--- src/hw/rtl/tpja_pkg.sv ---
// Shared types, widths and the arctangent table for the joint angle pipeline.
package tpja_pkg;

    localparam int COORD_BITS      = 16;
    localparam int ANGLE_FRAC_BITS = 6;
    localparam int ANGLE_BITS      = 14;

    localparam int ARM_BITS    = COORD_BITS + 1;          // arm component
    localparam int PROD_BITS   = 2 * ARM_BITS;            // one product
    localparam int NORM_BITS   = 2 * COORD_BITS + 2;      // |a|^2
    localparam int DOT_BITS    = 2 * COORD_BITS + 3;      // a.b, signed
    localparam int LEN_FRAC    = 20;
    localparam int SQ_IN_BITS  = NORM_BITS + LEN_FRAC;    // sqrt radicand
    localparam int LEN_BITS    = SQ_IN_BITS / 2;          // arm length
    localparam int DEN_BITS    = 2 * LEN_BITS;
    localparam int RATIO_FRAC  = 30;
    localparam int Q_BITS      = RATIO_FRAC + 1;          // cosine, Q30
    localparam int S_IN_BITS   = 2 * Q_BITS;              // 2^60 - q^2
    localparam int S_BITS      = S_IN_BITS / 2;           // sine, Q30
    localparam int ACC_FRAC    = 24;
    localparam int CORDIC_STEPS = 30;
    localparam int CW          = 34;                      // CORDIC datapath
    localparam int ROUND_SHIFT = ACC_FRAC - ANGLE_FRAC_BITS;

    localparam logic signed [CW-1:0] ACC_90  = 34'sd1509949440;
    localparam logic signed [CW-1:0] ACC_180 = 34'sd3019898880;
    localparam logic [CW-1:0]        ROUND_HALF = CW'(1) << (ROUND_SHIFT - 1);
    localparam logic [Q_BITS-1:0]    Q_ONE = Q_BITS'(1) << RATIO_FRAC;
    localparam logic [S_IN_BITS-1:0] Q_ONE_SQ = S_IN_BITS'(1) << (2 * RATIO_FRAC);

    typedef struct packed {
        logic signed [COORD_BITS-1:0] first_x;
        logic signed [COORD_BITS-1:0] first_y;
        logic signed [COORD_BITS-1:0] first_z;
        logic signed [COORD_BITS-1:0] vertex_x;
        logic signed [COORD_BITS-1:0] vertex_y;
        logic signed [COORD_BITS-1:0] vertex_z;
        logic signed [COORD_BITS-1:0] second_x;
        logic signed [COORD_BITS-1:0] second_y;
        logic signed [COORD_BITS-1:0] second_z;
    } tpja_pts_t;

    typedef struct packed {
        logic [ANGLE_BITS-1:0] angle_deg;
        logic                  degenerate;
    } tpja_ang_t;

    // atan(2^-i) in units of 2^-24 degree
    function automatic logic [31:0] atan_entry(input int idx);
        logic [31:0] t;
        case (idx)
            0:  t = 32'd754974720;
            1:  t = 32'd445687602;
            2:  t = 32'd235489089;
            3:  t = 32'd119537938;
            4:  t = 32'd60000934;
            5:  t = 32'd30029717;
            6:  t = 32'd15018523;
            7:  t = 32'd7509720;
            8:  t = 32'd3754917;
            9:  t = 32'd1877466;
            10: t = 32'd938734;
            11: t = 32'd469367;
            12: t = 32'd234684;
            13: t = 32'd117342;
            14: t = 32'd58671;
            15: t = 32'd29335;
            16: t = 32'd14668;
            17: t = 32'd7334;
            18: t = 32'd3667;
            19: t = 32'd1833;
            20: t = 32'd917;
            21: t = 32'd458;
            22: t = 32'd229;
            23: t = 32'd115;
            24: t = 32'd57;
            25: t = 32'd29;
            26: t = 32'd14;
            27: t = 32'd7;
            28: t = 32'd4;
            29: t = 32'd2;
            default: t = 32'd0;
        endcase
        return t;
    endfunction

endpackage

--- src/hw/rtl/tpja_div_step.sv ---
// One registered quotient bit of the cosine long division.
module tpja_div_step #(
    parameter int STEP = 0
) (
    input  logic                          clk,
    input  logic                          en,
    input  logic [tpja_pkg::DEN_BITS-1:0] r_prev,
    input  logic [tpja_pkg::DEN_BITS-1:0] den_prev,
    input  logic [tpja_pkg::Q_BITS-1:0]   q_prev,
    output logic [tpja_pkg::DEN_BITS-1:0] r_reg,
    output logic [tpja_pkg::DEN_BITS-1:0] den_reg,
    output logic [tpja_pkg::Q_BITS-1:0]   q_reg
);
    import tpja_pkg::*;

    logic [DEN_BITS:0] cur;
    logic [DEN_BITS:0] diff;
    logic              ge;

    always_comb
    begin
        // integer bit first, then one fraction bit per step
        if (STEP == 0)
            cur = {1'b0, r_prev};
        else
            cur = {r_prev, 1'b0};
        diff = cur - {1'b0, den_prev};
        ge   = cur >= {1'b0, den_prev};
    end

    always_ff @(posedge clk)
    begin
        if (en)
        begin
            r_reg   <= ge ? diff[DEN_BITS-1:0] : cur[DEN_BITS-1:0];
            den_reg <= den_prev;
            q_reg   <= {q_prev[Q_BITS-2:0], ge};
        end
    end
endmodule

--- config.mk ---
export PLATFORM = sky130hd
export DESIGN_NAME = tpja_div_step
export DESIGN_NICKNAME = d
export VERILOG_FILES = /design/src/hw/rtl/tpja_pkg.sv /design/src/hw/rtl/tpja_div_step.sv
export SDC_FILE = /design/constraint.sdc
export NUM_CORES = 1
export LEC_CHECK = 0
export BUFFER_PORTS_ARGS = -buffer_cell sky130_fd_sc_hd__buf_4
export CORE_MARGIN = 2
export CORE_UTILIZATION = 37
export CTS_CLUSTER_SIZE = 28
export DETAILED_ROUTE_END_ITERATION = 8
export PLACE_DENSITY = 0.7
export SYNTH_ARGS = -nofsm -noshare
export SYNTH_HDL_FRONTEND = slang
export SYNTH_SLANG_ARGS = --single-unit
--- constraint.sdc ---
create_clock -name clk -period 4.6 [get_ports clk]
set_input_delay 0.46 -clock clk [delete_from_list [all_inputs] [get_ports clk]]
set_output_delay 0.46 -clock clk [all_outputs]
set_load 0.02 [all_outputs]
==> run metrics, run 1 <==
Layout Area Growth over Synthesis=36.0%; xor/xnor share of the synthesized area=0.0507; HPWL after DPL=about 18 mm; DRC Markers=0; CP Capture Type=register; Synth Net Count=between 900 and 1000; WL/cell=approximately 17 um; Top Ports=280; Ant. Diodes=0; P_sw=1260 uW; largest net degree at the start of global routing=77; final setup violating endpoints=0; worst slew pin tran=717 ps; clock share of power=0.326; Crit Path Max Fanout=5; max-slew headroom at the worst pin=0.522; setup_tns=0 ps; worst path cell trace=buf_4, inv_1, ha_1, inv_1, fa_1, a21o_1, a221o_2, a221oi_1, o21ai_0, a2111oi_0, nor2_1, a21oi_1, xor2_1, o21ai_0; FMAX=about 0.28 GHz; CTS tree=yes; DP Area=roughly 10000 um2; CP top delay family=compound AO/OA/AOI/OAI gates; clock root cell=clkbuf_16; Post-Synth Simple-Gate Area=0.112; global-route wire length before repair=around 36 mm; Post-synth EDFFs=roughly 140; area leader, netlist=edfxtp_1; vias per cell=5.10; flops & latches, synth=roughly 140; GP Congestion=about 0.85; Setup crit start kind=input port; Nets=about 1200; Main synth FF type=edfxtp_1; Core Util, Final=0.509; Post-Synth Adder-Cell Area=0.0857; CP Class=input port to register; Die ar.=23100 um2; internal power=approximately 2700 uW; 1st-iter DRT viols=419; die height=about 150 um; Pre-antenna DRT Iters=5; max_cap viols=0; postcts setup bufs=0; vias=~7000; final hold slack=~220 ps; FILL cells=approximately 2000; initial antenna violation count=0; number of global-route vias before repair=~7000; Distinct cells, synth=62; Peak supply drop=between 0.0002 and 0.00025 V; largest family of logic cells by synthesized area=compound AO/OA/AOI/OAI gates; Mapped Area=8120 um2; YS warnings=0; Clock Sinks=roughly 140; H-tree depth=4; CTS Buffer Depth=2; Initial Util=0.374; # rows=54; Resized cells post-CTS=0; CP max stage delay=around 500 ps; status=finished, final reports clean; multiplexer share of the synthesized area=0.00539; Synth Area in Compound Gates=0.185; Flop pwr share=0.399; CTS clock-pin slew for the worst setup and hold paths=around 70 ps; CTS Buf Count=17; sw frac=0.315; Final Critical Period=3560 ps; grt ovf=0; buffers added on ports=roughly 280; synth top area cells=edfxtp_1 (51%), ha_1 (8.3%), o21ai_0 (4.7%); post-synthesis sequential area ratio=0.514; design area=11000 um2; Hold WC Path Type=input port to register; fin. max-slew vios=0; Static Leak=around 0.0049 uW; slowest CP cell=a2111oi_0; layout cell share with drive strength beyond 1=0.316; Crit path required time=4770 ps; die width=152 um; DRT antenna net count=0; RSZ-0062 raised after global routing=no; Core Region=roughly 22000 um2; Comb power frac=0.274; asr flop ratio synth=0; final WL=22.3 mm; gr usage total=0.190; Mean Syn Cell Area=around 11 um2; Tcrit/Tclk final=0.774; Yosys top cell area share=0.514; cell count after synthesis=approximately 770; final hold violation count=0; power per cell area=between 300 and 400 nW/um2; Hold-fix buffers, CTS=0; Crit path arrival time=approximately 3700 ps; Bufs and invs on worst path=3
[per-stage QoR]
step / power [uW] / instances / worst slack, ps
after floorplan: 2260 / 768 / 1240
after global routing: 4170 / 1335 / 826
after detailed placement: 2710 / 1303 / 603
final: 3990 / 1335 / 1040
after CTS: 4020 / 1335 / 1050
after global placement: 2700 / 1303 / 649
[final timing paths]
check        from        end  slack, ps  cells after the start
min    q_prev[24]  q_reg[25]        220                      1
max     r_prev[0]  r_reg[28]       1040                     14
[cell families (layout without fill, tap and decap cells)]
group	after synthesis	count (layout)
AOI/OAI and AO/OA	234	234
and+or+nand+nor	195	195
DFF	139	139
buffers and inverters	94	381
adders and majority gates	55	55
xor gates and xnor gates	47	47
muxes	4	4
[metal layers]
metal  global-route usage  routed length [um]  up-vias
met5                    0                   0        -
met4               0.0481                 351        0
met3               0.0516                1410       23
met2                0.320               10900      229
met1                0.242                9640     3163
li1                     -                   -     3390
[area by class of cell]
type	count	area, um2	area share
sequential	139	4170	0.378
clock inverter	15	128	0.0116
inverter	63	236	0.0214
tap	280	350	0.0317
multi-input combinational	535	3560	0.323
timing repair buffer	286	2160	0.196
clock buffer	17	425	0.0385
[power groups by stage]
| stage | Sequential, uW | Clock, uW | Combinational (uW) |
|---|---|---|---|
| after global placement | 1620 | 0 | 1080 |
| final | 1590 | 1300 | 1090 |
| after floorplan | 1790 | 0 | 467 |
| after global routing | 1610 | 1370 | 1190 |
| after detailed placement | 1620 | 0 | 1090 |
| after CTS | 1590 | 1330 | 1100 |
[layout by cell type, fill, tap and decap left out, types with 3 or more instances in the layout]
master	n
nand4_1	13
clkinv_4	3
a31oi_1	9
clkinvlp_4	3
inv_1	62
clkbuf_16	17
or3_1	3
nand3_1	9
xor2_1	22
and3_1	9
o21bai_1	9
nor2_1	26
nor3_1	13
ha_1	54
o21ai_0	77
nor4_1	4
inv_6	6
nor2b_1	3
a21o_1	26
o31ai_1	5
edfxtp_1	139
a21oi_1	60
o211ai_1	4
nand2b_1	3
nand2_1	96
buf_4	284
xnor2_1	25
a211oi_1	6
and2_1	6
a31o_2	4
o21a_1	6
[cell usage after synthesis, drive strengths merged (3+ instances only)]
cell type  number
a2111oi         3
a211oi          6
a21o           26
a21oi          60
a31o            4
a31oi           9
and2            6
and3           10
buf            16
clkbuf         15
edfxtp        139
ha             54
inv            63
mux2            3
nand2          96
nand2b          3
nand3           9
nand4          14
nor2           26
nor2b           3
nor3           14
nor4            4
o211ai          4
o21a            6
o21ai          79
o21bai          9
o31ai           5
or3             3
xnor2          25
xor2           22
(Power assumes the default switching activity.)
==> inputs of run 2 (changes only) <==
Clock period 4.6 ns to 3.4 ns, I/O delays scaled along.
==> run 2 against run 1 <==
Cell count rose by 4.5%. Worst setup slack got worse by 760 ps. Sequential power rose by 36%. Combinational power rose by 46%. Wire length rose by 2.5%. Die area did not move. Total power rose by 38%. Critical path type unchanged. Critical endpoint is now r_reg[31].
==> run metrics, run 2 (same netlist as run 1, synthesis figures left out) <==
status=finished, final reports clean; Static Leak=0.00519 uW (+6.2%); most frequent cells in the layout=buf_4 (342), edfxtp_1 (139), nand2_1 (96), o21ai_0 (77), inv_1 (62); initial antenna violation count=0 (unchanged); die width=152 um (unchanged); Hold Crit Start=q_prev[9]; DRC Markers=0 (unchanged); fin. max-slew vios=0 (unchanged); die height=152 um (unchanged); Layout Area Growth over Synthesis=41.9%; Clock Sinks=139 (unchanged); grt ovf=0 (unchanged); # rows=54 (unchanged); Design Power=5510 uW (+38%); FMAX=around 0.32 GHz; buffers added on ports=278 (unchanged); Tcrit/Tclk final=0.918; max_cap viols=0 (unchanged); GP Congestion=0.888 (+5.0%); HPWL after DPL=18.3 mm (+4.2%); CTS tree=yes; CTS Buf Count=17 (unchanged); Setup crit start kind=input port; CP Capture Type=register; number of global-route vias before repair=7150 (+4.5%); Peak supply drop=0.000324 V (+38%); Initial Util=0.374 (unchanged); CP Launch Point=r_prev[0]; Bufs and invs on worst path=5 (+2); final setup violating endpoints=0 (unchanged); H-tree depth=4 (unchanged); Pre-antenna DRT Iters=5 (unchanged); Crit path required time=3570 ps (-1200 ps); final hold violation count=0 (unchanged); max-slew headroom at the worst pin=0.544 (+0.0221); worst path cell trace=buf_4, inv_1, ha_1, inv_1, fa_1, a21o_1, a221o_2, a41oi_4, a2111oi_4, nor4_1, a211o_1, o311a_4, buf_12, inv_2, mux2_1; WL/cell=16.4 um (-1.9%); final WL=22.9 mm (+2.5%); CP Class=input port to register; CP max stage delay=390 ps (-120 ps); vias per cell=5.03 (-1.4%); Crit Path Max Fanout=13 (+8); worst slew pin tran=684 ps (-33.1 ps); Hold WC Path Type=input port to register; power per cell area=479 nW/um2 (+33%); RSZ-0062 raised after global routing=no; vias=7012 (+3.0%); Crit path top cell by count=inv_1; Nets=1298 (+4.8%); Die ar.=23100 um2 (unchanged); Ant. Diodes=0 (unchanged); CP top delay family=compound AO/OA/AOI/OAI gates; CTS Buffer Depth=2 (unchanged); Final Critical Period=roughly 3100 ps; Top Ports=280 (unchanged); DRT antenna net count=0 (unchanged); setup_tns=0 ps (unchanged); global-route wire length before repair=36.4 mm (+2.5%); layout cell share with drive strength beyond 1=0.352 (+0.0368); Resized cells post-CTS=0 (unchanged); Core Region=21700 um2 (unchanged); postcts setup bufs=0 (unchanged); Crit path arrival time=3290 ps (-440 ps); largest net degree at the start of global routing=69 (-10%); clock root cell=clkbuf_16; gr usage total=0.196 (+0.00625); CTS clock-pin slew for the worst setup and hold paths=60 ps (about the same); slowest CP cell=fa_1; most common cell after layout, fill and taps aside=buf_4; Hold-fix buffers, CTS=0 (unchanged); 1st-iter DRT viols=583 (+39%)
-- run 2: changes by cell type in the layout (fill, tap and decap cells not counted) --
cell,delta
buf_4,+58
clkinv_4,+2
inv_6,-2
inv_8,+1
buf_12,+2
clkinvlp_4,-1
-- run 2: cell type report --
type | count | area (um2)
inverter | 63 | 236
clock buffer | 17 | 425
multi-input combinational | 535 | 3560
tap | 280 | 350
timing repair buffer | 346 | 2640
fill | 1998 | 10200
sequential | 139 | 4170
clock inverter | 15 | 131
-- run 2: report_power, final --
group,internal (uW),switching [uW]
registers,2110,49.5
logic,714,874
clock network,958,812
-- run 2: path summary, 6_finish.rpt --
| check | end | slack, ps | cells past startpoint |
|---|---|---|---|
| max | r_reg[31] | 280 | 15 |
| min | q_reg[10] | 80 | 1 |
-- run 2: metal layers --
layer / track usage / wire length (um)
met5: 0 / 0
met4: 0.0481 / 274
met3: 0.0588 / 1460
met2: 0.334 / 11100
met1: 0.245 / 10000
-- run 2: per-stage QoR --
step                       util  worst slack, ps  area [um2]  hold WS [ps]  instances
after floorplan               -              158        8120           439        768
after global placement    0.506            -86.8       11000           518       1363
after detailed placement  0.506             -184       11000           519       1363
after CTS                 0.531              260       11500          64.9       1395
after global routing      0.531             90.6       11500          58.5       1395
final                     0.531              277       11500          84.5       1395
