==> src/hw/rtl/tpja_pkg.sv <==
// Shared types, widths and the arctangent table for the joint angle pipeline.
package tpja_pkg;

    localparam int COORD_BITS      = 16;
    localparam int ANGLE_FRAC_BITS = 6;
    localparam int ANGLE_BITS      = 14;

    localparam int ARM_BITS    = COORD_BITS + 1;          // arm component
    localparam int PROD_BITS   = 2 * ARM_BITS;            // one product
    localparam int NORM_BITS   = 2 * COORD_BITS + 2;      // |a|^2
    localparam int DOT_BITS    = 2 * COORD_BITS + 3;      // a.b, signed
    localparam int LEN_FRAC    = 20;
    localparam int SQ_IN_BITS  = NORM_BITS + LEN_FRAC;    // sqrt radicand
    localparam int LEN_BITS    = SQ_IN_BITS / 2;          // arm length
    localparam int DEN_BITS    = 2 * LEN_BITS;
    localparam int RATIO_FRAC  = 30;
    localparam int Q_BITS      = RATIO_FRAC + 1;          // cosine, Q30
    localparam int S_IN_BITS   = 2 * Q_BITS;              // 2^60 - q^2
    localparam int S_BITS      = S_IN_BITS / 2;           // sine, Q30
    localparam int ACC_FRAC    = 24;
    localparam int CORDIC_STEPS = 30;
    localparam int CW          = 34;                      // CORDIC datapath
    localparam int ROUND_SHIFT = ACC_FRAC - ANGLE_FRAC_BITS;

    localparam logic signed [CW-1:0] ACC_90  = 34'sd1509949440;
    localparam logic signed [CW-1:0] ACC_180 = 34'sd3019898880;
    localparam logic [CW-1:0]        ROUND_HALF = CW'(1) << (ROUND_SHIFT - 1);
    localparam logic [Q_BITS-1:0]    Q_ONE = Q_BITS'(1) << RATIO_FRAC;
    localparam logic [S_IN_BITS-1:0] Q_ONE_SQ = S_IN_BITS'(1) << (2 * RATIO_FRAC);

    typedef struct packed {
        logic signed [COORD_BITS-1:0] first_x;
        logic signed [COORD_BITS-1:0] first_y;
        logic signed [COORD_BITS-1:0] first_z;
        logic signed [COORD_BITS-1:0] vertex_x;
        logic signed [COORD_BITS-1:0] vertex_y;
        logic signed [COORD_BITS-1:0] vertex_z;
        logic signed [COORD_BITS-1:0] second_x;
        logic signed [COORD_BITS-1:0] second_y;
        logic signed [COORD_BITS-1:0] second_z;
    } tpja_pts_t;

    typedef struct packed {
        logic [ANGLE_BITS-1:0] angle_deg;
        logic                  degenerate;
    } tpja_ang_t;

    // atan(2^-i) in units of 2^-24 degree
    function automatic logic [31:0] atan_entry(input int idx);
        logic [31:0] t;
        case (idx)
            0:  t = 32'd754974720;
            1:  t = 32'd445687602;
            2:  t = 32'd235489089;
            3:  t = 32'd119537938;
            4:  t = 32'd60000934;
            5:  t = 32'd30029717;
            6:  t = 32'd15018523;
            7:  t = 32'd7509720;
            8:  t = 32'd3754917;
            9:  t = 32'd1877466;
            10: t = 32'd938734;
            11: t = 32'd469367;
            12: t = 32'd234684;
            13: t = 32'd117342;
            14: t = 32'd58671;
            15: t = 32'd29335;
            16: t = 32'd14668;
            17: t = 32'd7334;
            18: t = 32'd3667;
            19: t = 32'd1833;
            20: t = 32'd917;
            21: t = 32'd458;
            22: t = 32'd229;
            23: t = 32'd115;
            24: t = 32'd57;
            25: t = 32'd29;
            26: t = 32'd14;
            27: t = 32'd7;
            28: t = 32'd4;
            29: t = 32'd2;
            default: t = 32'd0;
        endcase
        return t;
    endfunction

endpackage

==> src/hw/rtl/tpja_cordic_step.sv <==
// One registered CORDIC vectoring micro-rotation with angle accumulation.
module tpja_cordic_step #(
    parameter int STEP = 0
) (
    input  logic                           clk,
    input  logic                           en,
    input  logic signed [tpja_pkg::CW-1:0] x_prev,
    input  logic signed [tpja_pkg::CW-1:0] y_prev,
    input  logic signed [tpja_pkg::CW-1:0] acc_prev,
    output logic signed [tpja_pkg::CW-1:0] x_reg,
    output logic signed [tpja_pkg::CW-1:0] y_reg,
    output logic signed [tpja_pkg::CW-1:0] acc_reg
);
    import tpja_pkg::*;

    localparam logic signed [CW-1:0] ANG = $signed({2'b00, atan_entry(STEP)});

    logic signed [CW-1:0] xs;
    logic signed [CW-1:0] ys;
    logic                 pos;

    always_comb
    begin
        xs  = x_prev >>> STEP;
        ys  = y_prev >>> STEP;
        pos = !y_prev[CW-1] && (y_prev != '0);
    end

    always_ff @(posedge clk)
    begin
        if (en)
        begin
            x_reg   <= pos ? x_prev + ys : x_prev - ys;
            y_reg   <= pos ? y_prev - xs : y_prev + xs;
            acc_reg <= pos ? acc_prev + ANG : acc_prev - ANG;
        end
    end
endmodule

==> config.mk <==
export PLATFORM = sky130hd
export DESIGN_NAME = tpja_cordic_step
export DESIGN_NICKNAME = d
export VERILOG_FILES = /design/src/hw/rtl/tpja_pkg.sv /design/src/hw/rtl/tpja_cordic_step.sv
export SDC_FILE = /design/constraint.sdc
export NUM_CORES = 1
export LEC_CHECK = 0
export BUFFER_PORTS_ARGS = -buffer_cell sky130_fd_sc_hd__buf_4
export CORE_MARGIN = 1
export CORE_UTILIZATION = 43
export DETAILED_ROUTE_END_ITERATION = 8
export GPL_TIMING_DRIVEN = 1
export PLACE_DENSITY = 0.66
export SETUP_SLACK_MARGIN = 0.15
export SLEW_MARGIN = 10
export SYNTH_ARGS = -nofsm -noshare
export SYNTH_HDL_FRONTEND = slang
export SYNTH_SLANG_ARGS = --single-unit
export TNS_END_PERCENT = 100
==> constraint.sdc <==
create_clock -name clk -period 9.4 [get_ports clk]
set_input_delay 0.94 -clock clk [delete_from_list [all_inputs] [get_ports clk]]
set_output_delay 0.94 -clock clk [all_outputs]
set_load 0.02 [all_outputs]
==> impl_results.md, run 1 <==
* CTS Sinks at ~100
* DR vias/cell at 5.68
* WL/cell at 19.2 um
* Area grow syn2layout at 21.2%
* Antenna violations before repair at 0
* Crit-path slowest cell: nor4_1
* MaxCap Viol Count at 0
* Initial Util at 0.440
* Data required time of the worst path at 9.51 ns
* CTS clk-pin slew, worst paths at 0.07 ns
* Placer Congestion at about 0.94
* Vias at 8426
* Die area at 0.0222 mm^2
* Top cell type's share of synthesized area at 0.327
* Rel. slew slack at 0.387
* Post-CTS Setup Bufs at 0
* Final Hold Fails at 0
* Final HPWL DP at 22500 um
* Post-Synth Adder-Cell Area at 0.153
* Startpoint Class: input pin
* Crit path max fanout at 58
* Total power at 1660 uW
* Clock root cell: clkbuf_16
* Number of fillers in the final layout at 1985
* Most used cell, CP: a21oi_1
* Critical path, cell by cell: buf_4 -> nor4_1 -> nand4_1 -> nor2_1 -> a21o_2 -> inv_2 -> buf_4 -> ha_1 -> a21oi_1 -> o21bai_1 -> a21oi_1 -> o21bai_1 -> a21oi_1 -> o21ai_0 -> xnor2_1
* Share of cells above drive strength 1 at 0.209
* Largest family of logic cells by synthesized area: compound AO/OA/AOI/OAI gates
* Post-Syn Nets at 1246
* Pins Over Slew Limit at 0
* Outcome: completed
* EDFF count, synth at between 100 and 150
* DR iter-0 viols at 648
* Largest stage delay, worst path at around 0.67 ns
* Pin count of the biggest net entering global routing at 73
* Synth Area in Compound Gates at 0.242
* Worst min path class: in2reg
* Post_cts resized at 0
* Synth Register Bits at 101
* Core area at 0.0211 mm^2
* Setup_tns at 0 ns
* Die H at 149 um
* Hold path cells at 1
* Simple-gate portion of the synthesized area at 0.122
* Endpoints failing setup at 0
* Family with the most delay on the worst path: compound AO/OA/AOI/OAI gates
* Gr ovfl total at 0
* Critical path arrival at 4.33 ns
* Sequential share of the synthesized area at 0.327
* Static leakage at 0.00500 uW
* Actual slew at the worst max-slew pin at 0.908 ns
* Nets at 1418
* Cells after Synth at slightly above 1000
* First-pass GRT wire length at 43100 um
* H-tree depth at 3
* DP Area at 0.0110 mm^2
* Post-synthesis mux area share at 0.0162
* Dominant cells by area after synthesis: edfxtp_1 (33%), ha_1 (14%), a21oi_1 (6.0%), xnor2_1 (6.0%), inv_1 (4.2%)
* FFs w/ async S/R, synth at 0
* Post-Route WL at 28500 um
* Input/output buffers at 205
* Syn Std Cell Area at just over 0.009 mm^2
* Final period utilization at 0.449
* Chip width at 149 um
* IO Pins at 206
* Fin crit period at 4.22 ns
* Hold Path Sink: acc_reg[13]
* Clock Tree Buf Depth at 2
* WHS at 0.746 ns
* Synth area leader: edfxtp_1
* Maximum vdd drop at 0.0000740 V
* Remaining DRCs at 0
* Hold Buf Count CTS at 0
* Yosys warnings at 0
* Pwr/cell area at 147 mW/mm^2
* Layout Utilization at 0.533
* Total Routing Usage GR at 0.255
* XOR/XNOR Fraction of Synth Area at 0.0717
* Hold Startpoint: acc_prev[13]
* TritonCTS clock tree: yes
* Top cells by count, synth: a21oi_1 (112), ha_1 (107), inv_1 (105)
* Detailed Routing Iterations Pass 1 at 5
* Top-count cell post-synth: a21oi_1
* Unrepaired setup endpoints after global routing: false
* Kind of critical path: in2reg
* Buffers plus inverters on the worst setup path at 3
* Most used DFF post-synth: edfxtp_1
* Design area at between 0.01 and 0.015 mm^2
* Vias in the first global route at 7731
* Maximum clock rate at 237 MHz
* Ant diodes at 0
* TritonCTS Buffers at 9
* Site Rows at 53
* Post-route ant nets at 0
* Yosys cell types at 79
* Crit. End Element: flop
* Syn Area/Cell at 9.00 um^2
[worst max path at each step]
stage	startpoint	to	slack (ns)	depth (start not counted)
after floorplan	y_prev[32]	acc_reg[33]	5.40	16
after detailed placement	y_prev[6]	acc_reg[33]	4.87	15
after CTS	y_prev[6]	acc_reg[33]	5.26	15
after global routing	y_prev[6]	acc_reg[33]	4.90	15
final	y_prev[6]	acc_reg[33]	5.18	15
after global placement	y_prev[6]	acc_reg[33]	4.98	12
[layer usage]
| metal | share of wire | GRT usage | vias to the layer above |
|---|---|---|---|
| li1 | - | - | 4067 |
| met1 | 0.45 | 0.368 | 3895 |
| met2 | 0.44 | 0.393 | 429 |
| met3 | 0.092 | 0.0416 | 35 |
| met4 | 0.017 | 0.0694 | 0 |
| met5 | 0 | 0 | - |
[layout make-up]
| class | count | area (um^2) | share of cell area |
|---|---|---|---|
| clock buffers | 9 | 225 | 0.0200 |
| clock inverters | 7 | 58.8 | 0.00523 |
| inverters | 109 | 409 | 0.0364 |
| multi-input cells | 774 | 5620 | 0.499 |
| flip-flops and latches | 101 | 3030 | 0.270 |
| well taps | 275 | 344 | 0.0306 |
| repair buffers | 208 | 1560 | 0.139 |
[kinds of logic (layout without fill, tap and decap cells)]
group                    Yosys count  in the layout
AO/OA/AOI/OAI                    344            344
XOR/XNOR                          76             76
adder cells (fa/ha/maj)          111            111
buffers and inverters            156            333
flip-flops                       101            101
multiplexers                      15             15
AND/OR/NAND/NOR                  228            228
[layout by cell type (no fill, tap or decap), types with 4 or more instances in the layout]
cell type,instances
buf_4,208
a21oi_1,112
ha_1,107
inv_1,105
edfxtp_1,101
nor2_1,76
xnor2_1,64
o21ai_0,55
nand2_1,41
a21o_1,36
o21bai_1,28
nor3_1,22
nand4_1,17
a211oi_1,16
nor4_1,15
mux2i_1,15
nor2b_1,13
xor2_1,12
nand3_1,11
o211ai_1,10
o21a_1,9
clkbuf_16,9
nand2b_1,8
o21ai_1,8
o31ai_1,8
a31oi_1,5
or3_1,5
o22ai_1,5
inv_2,4
nand3b_1,4
a21boi_0,4
fa_1,4
[stage by stage]
stage,cells,worst slack [ns]
after global routing,1483,4.90
after CTS,1483,5.26
after floorplan,1031,5.40
after global placement,1467,4.98
final,1483,5.18
after detailed placement,1467,4.87
[power breakdown]
| group | internal [uW] | switching [uW] | total [uW] | leakage, uW |
|---|---|---|---|---|
| logic | 272 | 411 | 683 | 0.00388 |
| registers | 585 | 20.4 | 605 | 0.000989 |
| clock network | 184 | 184 | 368 | 0.000133 |
| total | 1040 | 615 | 1660 | 0.00500 |
Note: power is estimated with default switching activity, not from simulation.
==> run 2, diff against run 1 <==
Clock period 9.4 ns to 4.1 ns, I/O delays scaled along.
==> impl_results.md, run 2 (same netlist as run 1, synthesis figures left out) <==
* Outcome: completed
* Pwr/cell area at between 300 and 400 mW/mm^2
* Total Routing Usage GR at 0.262
* Startpoint Class: input pin
* Area grow syn2layout at 22.3%
* H-tree depth at 3
* WL/cell at between 15 and 20 um
* Crit-path slowest cell: nor4_1
* Die area at roughly 0.022 mm^2
* Pins Over Slew Limit at 0
* First-pass GRT wire length at 44900 um
* Data required time of the worst path at 4.21 ns
* TritonCTS Buffers at 9
* CTS Sinks at 101
* Post_cts resized at 0
* Detailed Routing Iterations Pass 1 at 5
* Vias at ~8600
* Endpoints failing setup at 0
* Hold Startpoint: acc_prev[19]
* Largest stage delay, worst path at 0.61 ns
* Crit. End Element: flop
* Actual slew at the worst max-slew pin at between 0.9 and 1 ns
* Vias in the first global route at ~8200
* Hold Buf Count CTS at 0
* Maximum clock rate at slightly below 300 MHz
* Maximum vdd drop at 0.000165 V
* Input/output buffers at 205
* Post-route ant nets at 0
* Setup_tns at 0 ns
* Critical path arrival at 3.51 ns
* Initial Util at 0.440
* Unrepaired setup endpoints after global routing: false
* TritonCTS clock tree: yes
* Final period utilization at 0.830
* CTS clk-pin slew, worst paths at 0.08 ns
* Placer Congestion at ~0.96
* Ant diodes at 0
* Hold path cells at 1
* Final Hold Fails at 0
* Core area at 0.0211 mm^2
* Remaining DRCs at 0
* Nets at 1432
* IO Pins at 206
* Clock Tree Buf Depth at 2
* Die H at 149 um
* Rel. slew slack at 0.371
* Crit path max fanout at 9
* DR vias/cell at 5.76
* Most frequent cells in the layout: buf_4 (222), a21oi_1 (112), ha_1 (107), inv_1 (105), edfxtp_1 (101)
* Critical path, cell by cell: buf_4 -> nor4_1 -> nand4_1 -> nor2_1 -> a21o_2 -> ha_1 -> a21o_1 -> a21oi_1 -> o21bai_1 -> a21oi_1 -> o21bai_1 -> a21oi_1 -> o21ai_0 -> xnor2_1
* Pin count of the biggest net entering global routing at around 70
* Hold Path Sink: acc_reg[19]
* MaxCap Viol Count at 0
* Share of cells above drive strength 1 at 0.218
* Commonest non-fill, non-tap cell in the layout: buf_4
* DR iter-0 viols at 1019
* Site Rows at 53
* Clock root cell: clkbuf_16
* Post-CTS Setup Bufs at 0
* Antenna violations before repair at 0
* Most used cell, CP: a21oi_1
* Layout Utilization at 0.538
* Final HPWL DP at 22900 um
* Static leakage at approximately 0.0051 uW
* Worst min path class: in2reg
* Gr ovfl total at 0
* Fin crit period at 3.40 ns
* Post-Route WL at between 20000 and 30000 um
* Chip width at 149 um
* Kind of critical path: in2reg
[run 2: routing by layer]
metal / global-route usage / share of wire
met1: 0.380 / 0.45
met3: 0.0391 / 0.085
met5: 0 / 0
met2: 0.399 / 0.44
met4: 0.0816 / 0.023
[run 2: how the worst max path moves through the flow]
stage	from	end	slack, ns	depth (start not counted)
after global routing	y_prev[9]	acc_reg[33]	0.48	14
final	y_prev[9]	acc_reg[33]	0.70	14
after detailed placement	y_prev[9]	acc_reg[33]	0.37	14
after floorplan	y_prev[32]	acc_reg[33]	0.63	16
after CTS	y_prev[9]	acc_reg[33]	0.77	14
after global placement	y_prev[9]	acc_reg[33]	0.42	14
[run 2: cell type report]
cell class,instances,area (um^2)
clock buffers,10,229
clock inverters,6,53.8
flip-flops and latches,101,3030
fillers,1974,9740
inverters,109,409
repair buffers,222,1670
multi-input cells,774,5620
well taps,275,344
[run 2: through the flow]
stage	hold WS (ns)	area (um^2)	std cells	setup WS, ns	power, uW
4_1_cts	0.204	11400	1497	0.768	3840
5_1_grt	0.211	11400	1497	0.478	4020
6_report	0.223	11400	1497	0.698	3830
3_3_place_gp	0.588	11100	1481	0.425	2980
2_1_floorplan	0.509	9280	1031	0.632	2370
3_5_place_dp	0.589	11100	1481	0.374	2980
[run 2: report_power, final]
part / internal (uW) / leakage (uW) / total [uW] / switching (uW)
Combinational: 637 / 0.00395 / 1580 / 947
Sequential: 1340 / 0.000989 / 1390 / 51.9
Clock: 424 / 0.000129 / 858 / 434
[run 2: critical path: cells and delay by family]
kind	cells	cell delay, ns
fa+ha+maj	1	0.27
buf+inv	1	0.13
xor+xnor	1	0.14
simple gates	3	1.07
compound gates	8	1.49
