==> config.mk <==
export PLATFORM = sky130hd
export DESIGN_NAME = tpja_isqrt_step
export DESIGN_NICKNAME = d
export VERILOG_FILES = /design/src/hw/rtl/tpja_isqrt_step.sv
export SDC_FILE = /design/constraint.sdc
export NUM_CORES = 1
export LEC_CHECK = 0
export BUFFER_PORTS_ARGS = -buffer_cell sky130_fd_sc_hd__buf_2
export CAP_MARGIN = 20
export CORE_UTILIZATION = 32
export CTS_BUF_LIST = sky130_fd_sc_hd__clkbuf_8
export DETAILED_ROUTE_END_ITERATION = 10
export GPL_ROUTABILITY_DRIVEN = 0
export HOLD_SLACK_MARGIN = 0.03
export PLACE_DENSITY = 0.64
export SLEW_MARGIN = 20
export SYNTH_ARGS = -nofsm -noshare
export SYNTH_HDL_FRONTEND = slang
export SYNTH_SLANG_ARGS = --single-unit
==> constraint.sdc <==
create_clock -name clk -period 4.6 [get_ports clk]
set_input_delay 0.46 -clock clk [delete_from_list [all_inputs] [get_ports clk]]
set_output_delay 0.46 -clock clk [all_outputs]
set_load 0.01 [all_outputs]
==> src/hw/rtl/tpja_isqrt_step.sv <==
// One registered digit step of a restoring integer square root.
module tpja_isqrt_step #(
    parameter int N    = 54,
    parameter int STEP = 0
) (
    input  logic             clk,
    input  logic             en,
    input  logic [N-1:0]     v_prev,
    input  logic [N/2+2:0]   rem_prev,
    input  logic [N/2-1:0]   root_prev,
    output logic [N/2+2:0]   rem_reg,
    output logic [N/2-1:0]   root_reg,
    output logic [N-1:0]     v_reg
);
    localparam int R = N / 2;
    localparam int W = R + 3;

    logic [W-1:0] cur;
    logic [W-1:0] trial;
    logic         ge;
    logic [W-1:0] rem_next;
    logic [R-1:0] root_next;

    always_comb
    begin
        cur       = {rem_prev[W-3:0], v_prev[N-1-2*STEP -: 2]};
        trial     = {1'b0, root_prev, 2'b01};
        ge        = cur >= trial;
        rem_next  = ge ? cur - trial : cur;
        root_next = {root_prev[R-2:0], ge};
    end

    always_ff @(posedge clk)
    begin
        if (en)
        begin
            rem_reg  <= rem_next;
            root_reg <= root_next;
            v_reg    <= v_prev;
        end
    end
endmodule

==> impl_metrics.env, run 1 <==
export IMPL_cts_setup_buffers=0
export IMPL_largest_reg_flops=54
export IMPL_p_leak_nw=2.97
export IMPL_rows=46
export IMPL_fin_nets=791
export IMPL_synthAdderAreaFrac_pct=6.82
export IMPL_timing_final_ws_setup_ns=1.34
export IMPL_fp_dieW_um=131
export IMPL_remaining_drc_errors=0
export IMPL_ir_worst_vdd_uv=153
export IMPL_final_area_sq_um=6830
export IMPL_drtIter0Drc=200
export IMPL_ant_nets=0
export IMPL_ioPinCount=224
export IMPL_die_area_sq_um=17100
export IMPL_num_vias=4185
export IMPL_worstPathRequired_ns=4.74
export IMPL_cp_cell_sequence="buf_2 -> ha_1 -> nor2b_4 -> o31a_1 -> o221a_2 -> or4b_1 -> a21oi_2 -> o221a_4 -> buf_4 -> o21ai_0"
export IMPL_synth_xor_area_share_pct=4.12
export IMPL_die_h_um=131
export IMPL_grt_remaining_overflow=0
export IMPL_start_util_pct=33.1
export IMPL_arrival_ns=3.40
export IMPL_switching_share_pct=28.4
export IMPL_synth_top_family_by_area="compound AO/OA/AOI/OAI gates"
export IMPL_combinationalPowerShare_pct=21.9
export IMPL_drive_gt1_share_pct=37.4
export IMPL_worstMarginPinSlew_ns=1.06
export IMPL_grt_pass1_wl_um=20200
export IMPL_synth_fp_nets=569
export IMPL_min_path_type="in2reg"
export IMPL_holdBufCountCts=0
export IMPL_cts_sinks=111
export IMPL_ys_top_cells_by_area="edfxtp_1, ha_1, nand2_1"
export IMPL_cts_made_buffers=9
export IMPL_slowest_delay_ns=0.56
export IMPL_hpwl_um=11100
export IMPL_cp_top_family="compound AO/OA/AOI/OAI gates"
export IMPL_status="finished clean"
export IMPL_final_cell_mix="buf_2, edfxtp_1, nand2_1"
export IMPL_synth_top_area_share_pct=62.7
export IMPL_via_per_inst=4.81
export IMPL_syn_avg_cell_area_sq_um=12.5
export IMPL_setup_violations_final=0
export IMPL_fill_cells=1516
export IMPL_drtPass1Iterations=4
export IMPL_ys_seq_elements=111
export IMPL_area_growth_pct=28.3
export IMPL_finalHoldViolations=0
export IMPL_rsz0062_at_grt="false"
export IMPL_synth_flop_cell="edfxtp_1"
export IMPL_antenna_found_initial=2
export IMPL_p_sw_mw=0.676
export IMPL_critical_path_buf_inv_count=2
export IMPL_syn_area_sq_um=5320
export IMPL_routedWlPerCell_um=16.3
export IMPL_min_period_ns=3.26
export IMPL_syn_inst=427
export IMPL_synth_distinct_cells=46
export IMPL_synthMuxAreaShare_pct=0.588
export IMPL_synth_edf_count=111
export IMPL_start_kind="input port"
export IMPL_report_final_slew_viol_count=0
export IMPL_synth_area_leader_cell="edfxtp_1"
export IMPL_crit_type="in2reg"
export IMPL_portBuffers=221
export IMPL_synth_yosys_seq_area_share_pct=62.7
export IMPL_synth_compound_gate_area_share_pct=13.1
export IMPL_clkTransAtPathRegs_ns=0.10
export IMPL_pwr_share_clk_pct=25.2
export IMPL_cellPowerDensity_nw_per_um2=349
export IMPL_async_flop_share_pct=0
export IMPL_cts_root_buf="clkbuf_8"
export IMPL_wl_um=14200
export IMPL_core_sq_um=16100
export IMPL_final_common_cell="buf_2"
export IMPL_pwr_share_seq_pct=52.9
export IMPL_path_max_fanout=41
export IMPL_min_period_over_period_pct=70.9
export IMPL_place_ws_ns=0.917
export IMPL_grt_max_degree=86
export IMPL_cpMaxStageDelayCell="o221a_4"
export IMPL_post_cts_resized=0
export IMPL_cp_end_kind="flip-flop"
export IMPL_finalSetupTns_ns=0
export IMPL_yosys_area_share_simple_pct=8.54
export IMPL_p_int_mw=1.70
export IMPL_placed_area_sq_um=6630
export IMPL_groute_usage_overall_pct=15.9
export IMPL_first_global_vias=4036
export IMPL_fmax_ghz=0.307
export IMPL_maxSlewHeadroom_pct=29.6
export IMPL_cts_max_level=3
export IMPL_clock_path_buffers=2
export IMPL_synth_warnings=0
export IMPL_maxCapViolations=0
export IMPL_cts_tree="done"
cell usage after synthesis (all sizes together), types with 2 or more instances:
library cell,instances
edfxtp,111
nand2,46
o21ai,43
inv,36
ha,29
a21oi,26
xnor2,16
nor2,14
nand3,10
o21a,9
xor2,9
a21o,7
clkbuf,7
nor3,7
nand4,6
buf,5
o31ai,4
a31oi,3
and3,3
o21bai,3
o22ai,3
o31a,3
a211o,2
mux2i,2
nor2b,2
nor4,2
o211ai,2
o221a,2
or2,2
or3,2
per-layer routing:
| metal | track usage (%) | part of all wire (%) | wire, um |
|---|---|---|---|
| met1 | 17.2 | 38 | 5470 |
| met2 | 28.3 | 50 | 7080 |
| met3 | 5.17 | 9.7 | 1370 |
| met4 | 6.90 | 2.0 | 278 |
| met5 | 0 | 0.091 | 13 |
power groups by stage:
stage / registers (mW) / logic, mW / clock network, mW
6_report: 1.26 / 0.521 / 0.599
5_1_grt: 1.27 / 0.574 / 0.658
4_1_cts: 1.26 / 0.525 / 0.622
3_5_place_dp: 1.28 / 0.522 / 0
3_3_place_gp: 1.28 / 0.511 / 0
2_1_floorplan: 1.34 / 0.237 / 0
cell type report:
type	count	area [sq um]	share of cell area [%]
Sequential cell	111	3330	48.8
Multi-Input combinational cell	268	1770	25.9
Timing Repair Buffer	223	1120	16.5
Tap cell	216	270	3.96
Inverter	36	135	1.98
Clock buffer	9	124	1.81
Clock inverter	6	70.1	1.03
Antenna cell	1	2.50	0.0367
metrics by stage:
step	utilization (%)	instances	power [mW]	hold slack, ns
final	42.5	870	2.38	0.244
after global routing	42.5	870	2.50	0.218
after CTS	42.5	869	2.41	0.223
after detailed placement	41.3	854	1.81	0.639
after global placement	41.3	854	1.79	0.637
after floorplan	-	427	1.58	0.559
final timing paths:
kind / from / end / slack, ns / depth (start not counted)
setup / recovery: rem_prev[0] / rem_reg[12] / 1.34 / 10
hold / removal: v_prev[24] / v_reg[24] / 0.24 / 1
cells by family after synthesis:
| logic type | Yosys count |
|---|---|
| AO/OA/AOI/OAI | 113 |
| XOR/XNOR | 25 |
| adder cells (fa/ha/maj) | 29 |
| buffers and inverters | 48 |
| flip-flops | 111 |
| multiplexers | 3 |
| AND/OR/NAND/NOR | 98 |
No activity file was read; power rests on OpenSTA's default activity.
==> run 2, diff against run 1 <==
==> constraint.sdc (replaced) <==
create_clock -name clk -period 3.3 [get_ports clk]
set_input_delay 0.33 -clock clk [delete_from_list [all_inputs] [get_ports clk]]
set_output_delay 0.33 -clock clk [all_outputs]
set_load 0.01 [all_outputs]
==> impl_metrics.env, run 2 (synthesized netlist as in run 1, its figures left out) <==
export IMPL_cts_tree="done"
export IMPL_clock_path_buffers=2
export IMPL_cts_setup_buffers=0
export IMPL_min_period_ns=2.73
export IMPL_grt_max_degree=112
export IMPL_setup_violations_final=0
export IMPL_via_per_inst=4.72
export IMPL_crit_type="in2reg"
export IMPL_status="finished clean"
export IMPL_cp_end_kind="flip-flop"
export IMPL_maxCapViolations=0
export IMPL_worstPathRequired_ns=3.44
export IMPL_cts_sinks=111
export IMPL_start_util_pct=33.1
export IMPL_finalSetupTns_ns=0
export IMPL_cts_made_buffers=9
export IMPL_first_global_vias=4072
export IMPL_fill_cells=1515
export IMPL_arrival_ns=2.87
export IMPL_final_cell_mix="buf_2, edfxtp_1, nand2_1"
export IMPL_min_path_type="in2reg"
export IMPL_holdBufCountCts=0
export IMPL_final_common_cell="buf_2"
export IMPL_ir_worst_vdd_uv=210
export IMPL_groute_usage_overall_pct=15.9
export IMPL_routedWlPerCell_um=15.8
export IMPL_cts_max_level=3
export IMPL_fmax_ghz=0.366
export IMPL_die_area_sq_um=17100
export IMPL_maxSlewHeadroom_pct=59.9
export IMPL_cts_root_buf="clkbuf_8"
export IMPL_finalHoldViolations=0
export IMPL_start_kind="input port"
export IMPL_hpwl_um=11000
export IMPL_antenna_found_initial=3
export IMPL_die_h_um=131
export IMPL_post_cts_resized=0
export IMPL_core_sq_um=16100
export IMPL_p_leak_nw=3.01
export IMPL_rows=46
export IMPL_drtPass1Iterations=4
export IMPL_num_vias=4148
export IMPL_min_period_over_period_pct=82.7
export IMPL_ioPinCount=224
export IMPL_portBuffers=221
export IMPL_report_final_slew_viol_count=0
export IMPL_clkTransAtPathRegs_ns=0.12
export IMPL_fin_nets=799
export IMPL_hp_start="v_prev[43]"
export IMPL_timing_final_ws_setup_ns=0.570
export IMPL_wl_um=13900
export IMPL_grt_pass1_wl_um=20300
export IMPL_rsz0062_at_grt="false"
export IMPL_area_growth_pct=29.8
export IMPL_worstMarginPinSlew_ns=0.601
export IMPL_grt_remaining_overflow=0
export IMPL_ant_nets=0
export IMPL_fp_dieW_um=131
export IMPL_drive_gt1_share_pct=38.2
export IMPL_drtIter0Drc=201
export IMPL_largest_reg_flops=54
export IMPL_place_ws_ns=0.162
export IMPL_path_max_fanout=13
export IMPL_cellPowerDensity_nw_per_um2=477
export IMPL_startpoint="root_prev[0]"
export IMPL_remaining_drc_errors=0
[run 2: cell types whose count changed in the layout (fill, tap and decap cells not counted)]
cell / change
inv_1: -1
buf_4: +6
inv_8: +2
buf_12: +2
clkinv_1: +1
bufinv_16: -1
[run 2: routing by layer]
metal / vias up / global-route usage [%] / routed length [um]
met3: 18 / 5.50 / 1230
met1: 1924 / 17.9 / 5650
met5: - / 0 / 27
met2: 162 / 27.5 / 6720
li1: 2040 / - / -
met4: 4 / 6.42 / 258
[run 2: path summary, 6_finish.rpt]
kind | end | slack [ns] | cells past startpoint
worst max-delay path | rem_reg[29] | 0.57 | 12
worst min-delay path | v_reg[43] | 0.10 | 1
[run 2: critical path, cell delays in order]
cell and delay (ns):
buf_2 0.09, inv_1 0.04, ha_1 0.29, nor2b_4 0.14
o31a_1 0.28, o221a_2 0.30, or4b_1 0.53, a21oi_2 0.19
o221a_4 0.25, buf_4 0.20, nand3b_1 0.15, xnor2_1 0.07
[run 2: final cells by class]
type	count	area [sq um]	share of cell area, %
flip-flops and latches	111	3330	48.3
multi-input cells	268	1770	25.6
repair buffers	231	1210	17.5
well taps	216	270	3.92
inverters	36	135	1.96
clock buffers	9	124	1.79
clock inverters	7	62.6	0.906
diodes	1	2.50	0.0363
[run 2: stage by stage]
| step | util (%) | hold WS [ns] | instance area, sq um | cells | total power, mW |
|---|---|---|---|---|---|
| 2_1_floorplan | - | 0.429 | 5320 | 427 | 2.20 |
| 3_3_place_gp | 41.8 | 0.507 | 6710 | 862 | 2.52 |
| 5_1_grt | 43.0 | 0.0734 | 6900 | 878 | 3.48 |
| 6_report | 43.0 | 0.104 | 6900 | 879 | 3.29 |
| 3_5_place_dp | 41.8 | 0.508 | 6710 | 862 | 2.54 |
| 4_1_cts | 43.0 | 0.0840 | 6900 | 878 | 3.34 |
[run 2: power by group]
part | switching [mW] | internal (mW)
combinational | 0.427 | 0.315
sequential | 0.0336 | 1.72
clock | 0.503 | 0.292
==> run 3, diff against run 2 <==
==> constraint.sdc (replaced) <==
create_clock -name clk -period 2.77 [get_ports clk]
set_input_delay 0.277 -clock clk [delete_from_list [all_inputs] [get_ports clk]]
set_output_delay 0.277 -clock clk [all_outputs]
set_load 0.01 [all_outputs]
==> impl_metrics.env, run 3 (synthesized netlist as in run 1, its figures left out) <==
export IMPL_status="finished clean"
export IMPL_cellPowerDensity_nw_per_um2=565
export IMPL_startpoint="root_prev[0]"
export IMPL_fill_cells=1518
export IMPL_via_per_inst=4.64
export IMPL_clock_path_buffers=2
export IMPL_cts_max_level=3
export IMPL_arrival_ns=2.69
export IMPL_maxCapViolations=0
export IMPL_drive_gt1_share_pct=41.2
export IMPL_ir_worst_vdd_uv=223
export IMPL_antennaDiodeCount=0
export IMPL_grt_pass1_wl_um=20600
export IMPL_holdBufCountCts=0
export IMPL_rows=46
export IMPL_start_util_pct=33.1
export IMPL_worstMarginPinSlew_ns=0.498
export IMPL_cts_sinks=111
export IMPL_maxSlewHeadroom_pct=66.8
export IMPL_wl_um=14300
export IMPL_first_global_vias=4080
export IMPL_cp_top_family="compound AO/OA/AOI/OAI gates"
export IMPL_cp_cell_sequence="buf_2 -> inv_1 -> ha_4 -> nor2b_4 -> o31a_1 -> o221a_2 -> or4b_1 -> a21oi_2 -> o221a_4 -> buf_4 -> o21ai_0"
export IMPL_final_area_sq_um=7170
export IMPL_grt_remaining_overflow=0
export IMPL_finalHoldViolations=0
export IMPL_min_path_type="in2reg"
export IMPL_remaining_drc_errors=0
export IMPL_largest_reg_flops=54
export IMPL_crit_type="in2reg"
export IMPL_cts_setup_buffers=0
export IMPL_fin_nets=829
export IMPL_path_max_fanout=25
export IMPL_fmax_ghz=0.389
export IMPL_clkTransAtPathRegs_ns=0.11
export IMPL_post_cts_resized=0
export IMPL_placed_area_sq_um=6960
export IMPL_cpMaxStageDelayCell="or4b_1"
export IMPL_final_common_cell="buf_2"
export IMPL_holdWs_ns=0.0644
export IMPL_cts_tree="done"
export IMPL_critical_path_buf_inv_count=3
export IMPL_slowest_delay_ns=0.53
export IMPL_fp_dieW_um=131
export IMPL_num_vias=4211
export IMPL_antenna_found_initial=3
export IMPL_place_inst=892
export IMPL_core_sq_um=16100
export IMPL_hpwl_um=11500
export IMPL_drtPass1Iterations=5
export IMPL_die_area_sq_um=17100
export IMPL_p_leak_nw=3.17
export IMPL_worstPathRequired_ns=2.90
export IMPL_area_growth_pct=34.8
export IMPL_hp_start="v_prev[20]"
export IMPL_grt_max_degree=60
export IMPL_cp_endpoint="rem_reg[13]"
export IMPL_rsz0062_at_grt="false"
export IMPL_ioPinCount=224
export IMPL_portBuffers=221
export IMPL_groute_usage_overall_pct=16.2
export IMPL_crit_cells=11
export IMPL_cts_made_buffers=9
export IMPL_cp_end_kind="flip-flop"
export IMPL_min_period_over_period_pct=92.7
export IMPL_start_kind="input port"
export IMPL_routedWlPerCell_um=15.8
export IMPL_report_final_slew_viol_count=0
export IMPL_finalNonFillerCells=908
export IMPL_cts_root_buf="clkbuf_8"
export IMPL_drtIter0Drc=228
export IMPL_min_period_ns=2.57
export IMPL_final_cell_mix="buf_2, edfxtp_1, nand2_1"
export IMPL_setup_violations_final=0
export IMPL_die_h_um=131
export IMPL_ant_nets=0
[run 3: cell types whose count changed in the layout (fill, tap and decap cells not counted)]
cell | previous run | this run
buf_4 | 9 | 39
bufinv_16 | 0 | 1
clkinv_1 | 1 | 0
clkinv_4 | 1 | 0
clkinvlp_4 | 1 | 2
diode_2 | 1 | 0
ha_1 | 29 | 27
ha_4 | 0 | 2
inv_1 | 36 | 37
inv_8 | 3 | 2
[run 3: where the power goes]
part           internal, mW  leakage [nW]  switching [mW]
registers              2.05          1.09          0.0390
clock network         0.431         0.101           0.591
logic                 0.417          1.98           0.523
[run 3: area by class of cell]
class | count | area [sq um] | share of cell area (%)
timing repair buffer | 261 | 1430 | 20.0
clock inverter | 7 | 80.1 | 1.12
clock buffer | 9 | 124 | 1.73
tap | 216 | 270 | 3.77
inverter | 36 | 135 | 1.89
multi-input combinational | 268 | 1790 | 25.0
sequential | 111 | 3330 | 46.5
[run 3: how the worst min path moves through the flow]
| stage | end | depth (start not counted) |
|---|---|---|
| after global routing | v_reg[8] | 1 |
| final | v_reg[20] | 1 |
| after global placement | v_reg[28] | 1 |
| after CTS | v_reg[4] | 1 |
| after detailed placement | v_reg[31] | 1 |
| after floorplan | root_reg[10] | 0 |
[run 3: through the flow]
step	power [mW]	setup slack, ns	util, %	setup TNS [ns]
CTS	4.11	0.206	44.6	0
detailed placement	3.08	-0.220	43.4	-3.83
floorplan	2.63	-0.0380	-	-0.0380
global route	4.27	0.0927	44.6	0
finish	4.05	0.202	44.6	0
global placement	3.06	-0.161	43.4	-2.88
[run 3: per-layer routing]
metal	vias up	GRT usage [%]	part of all wire, %
li1	2097	-	-
met1	1922	18.5	40
met2	171	27.7	49
met3	17	5.99	9.5
met4	4	5.61	1.6
met5	-	0	0.13
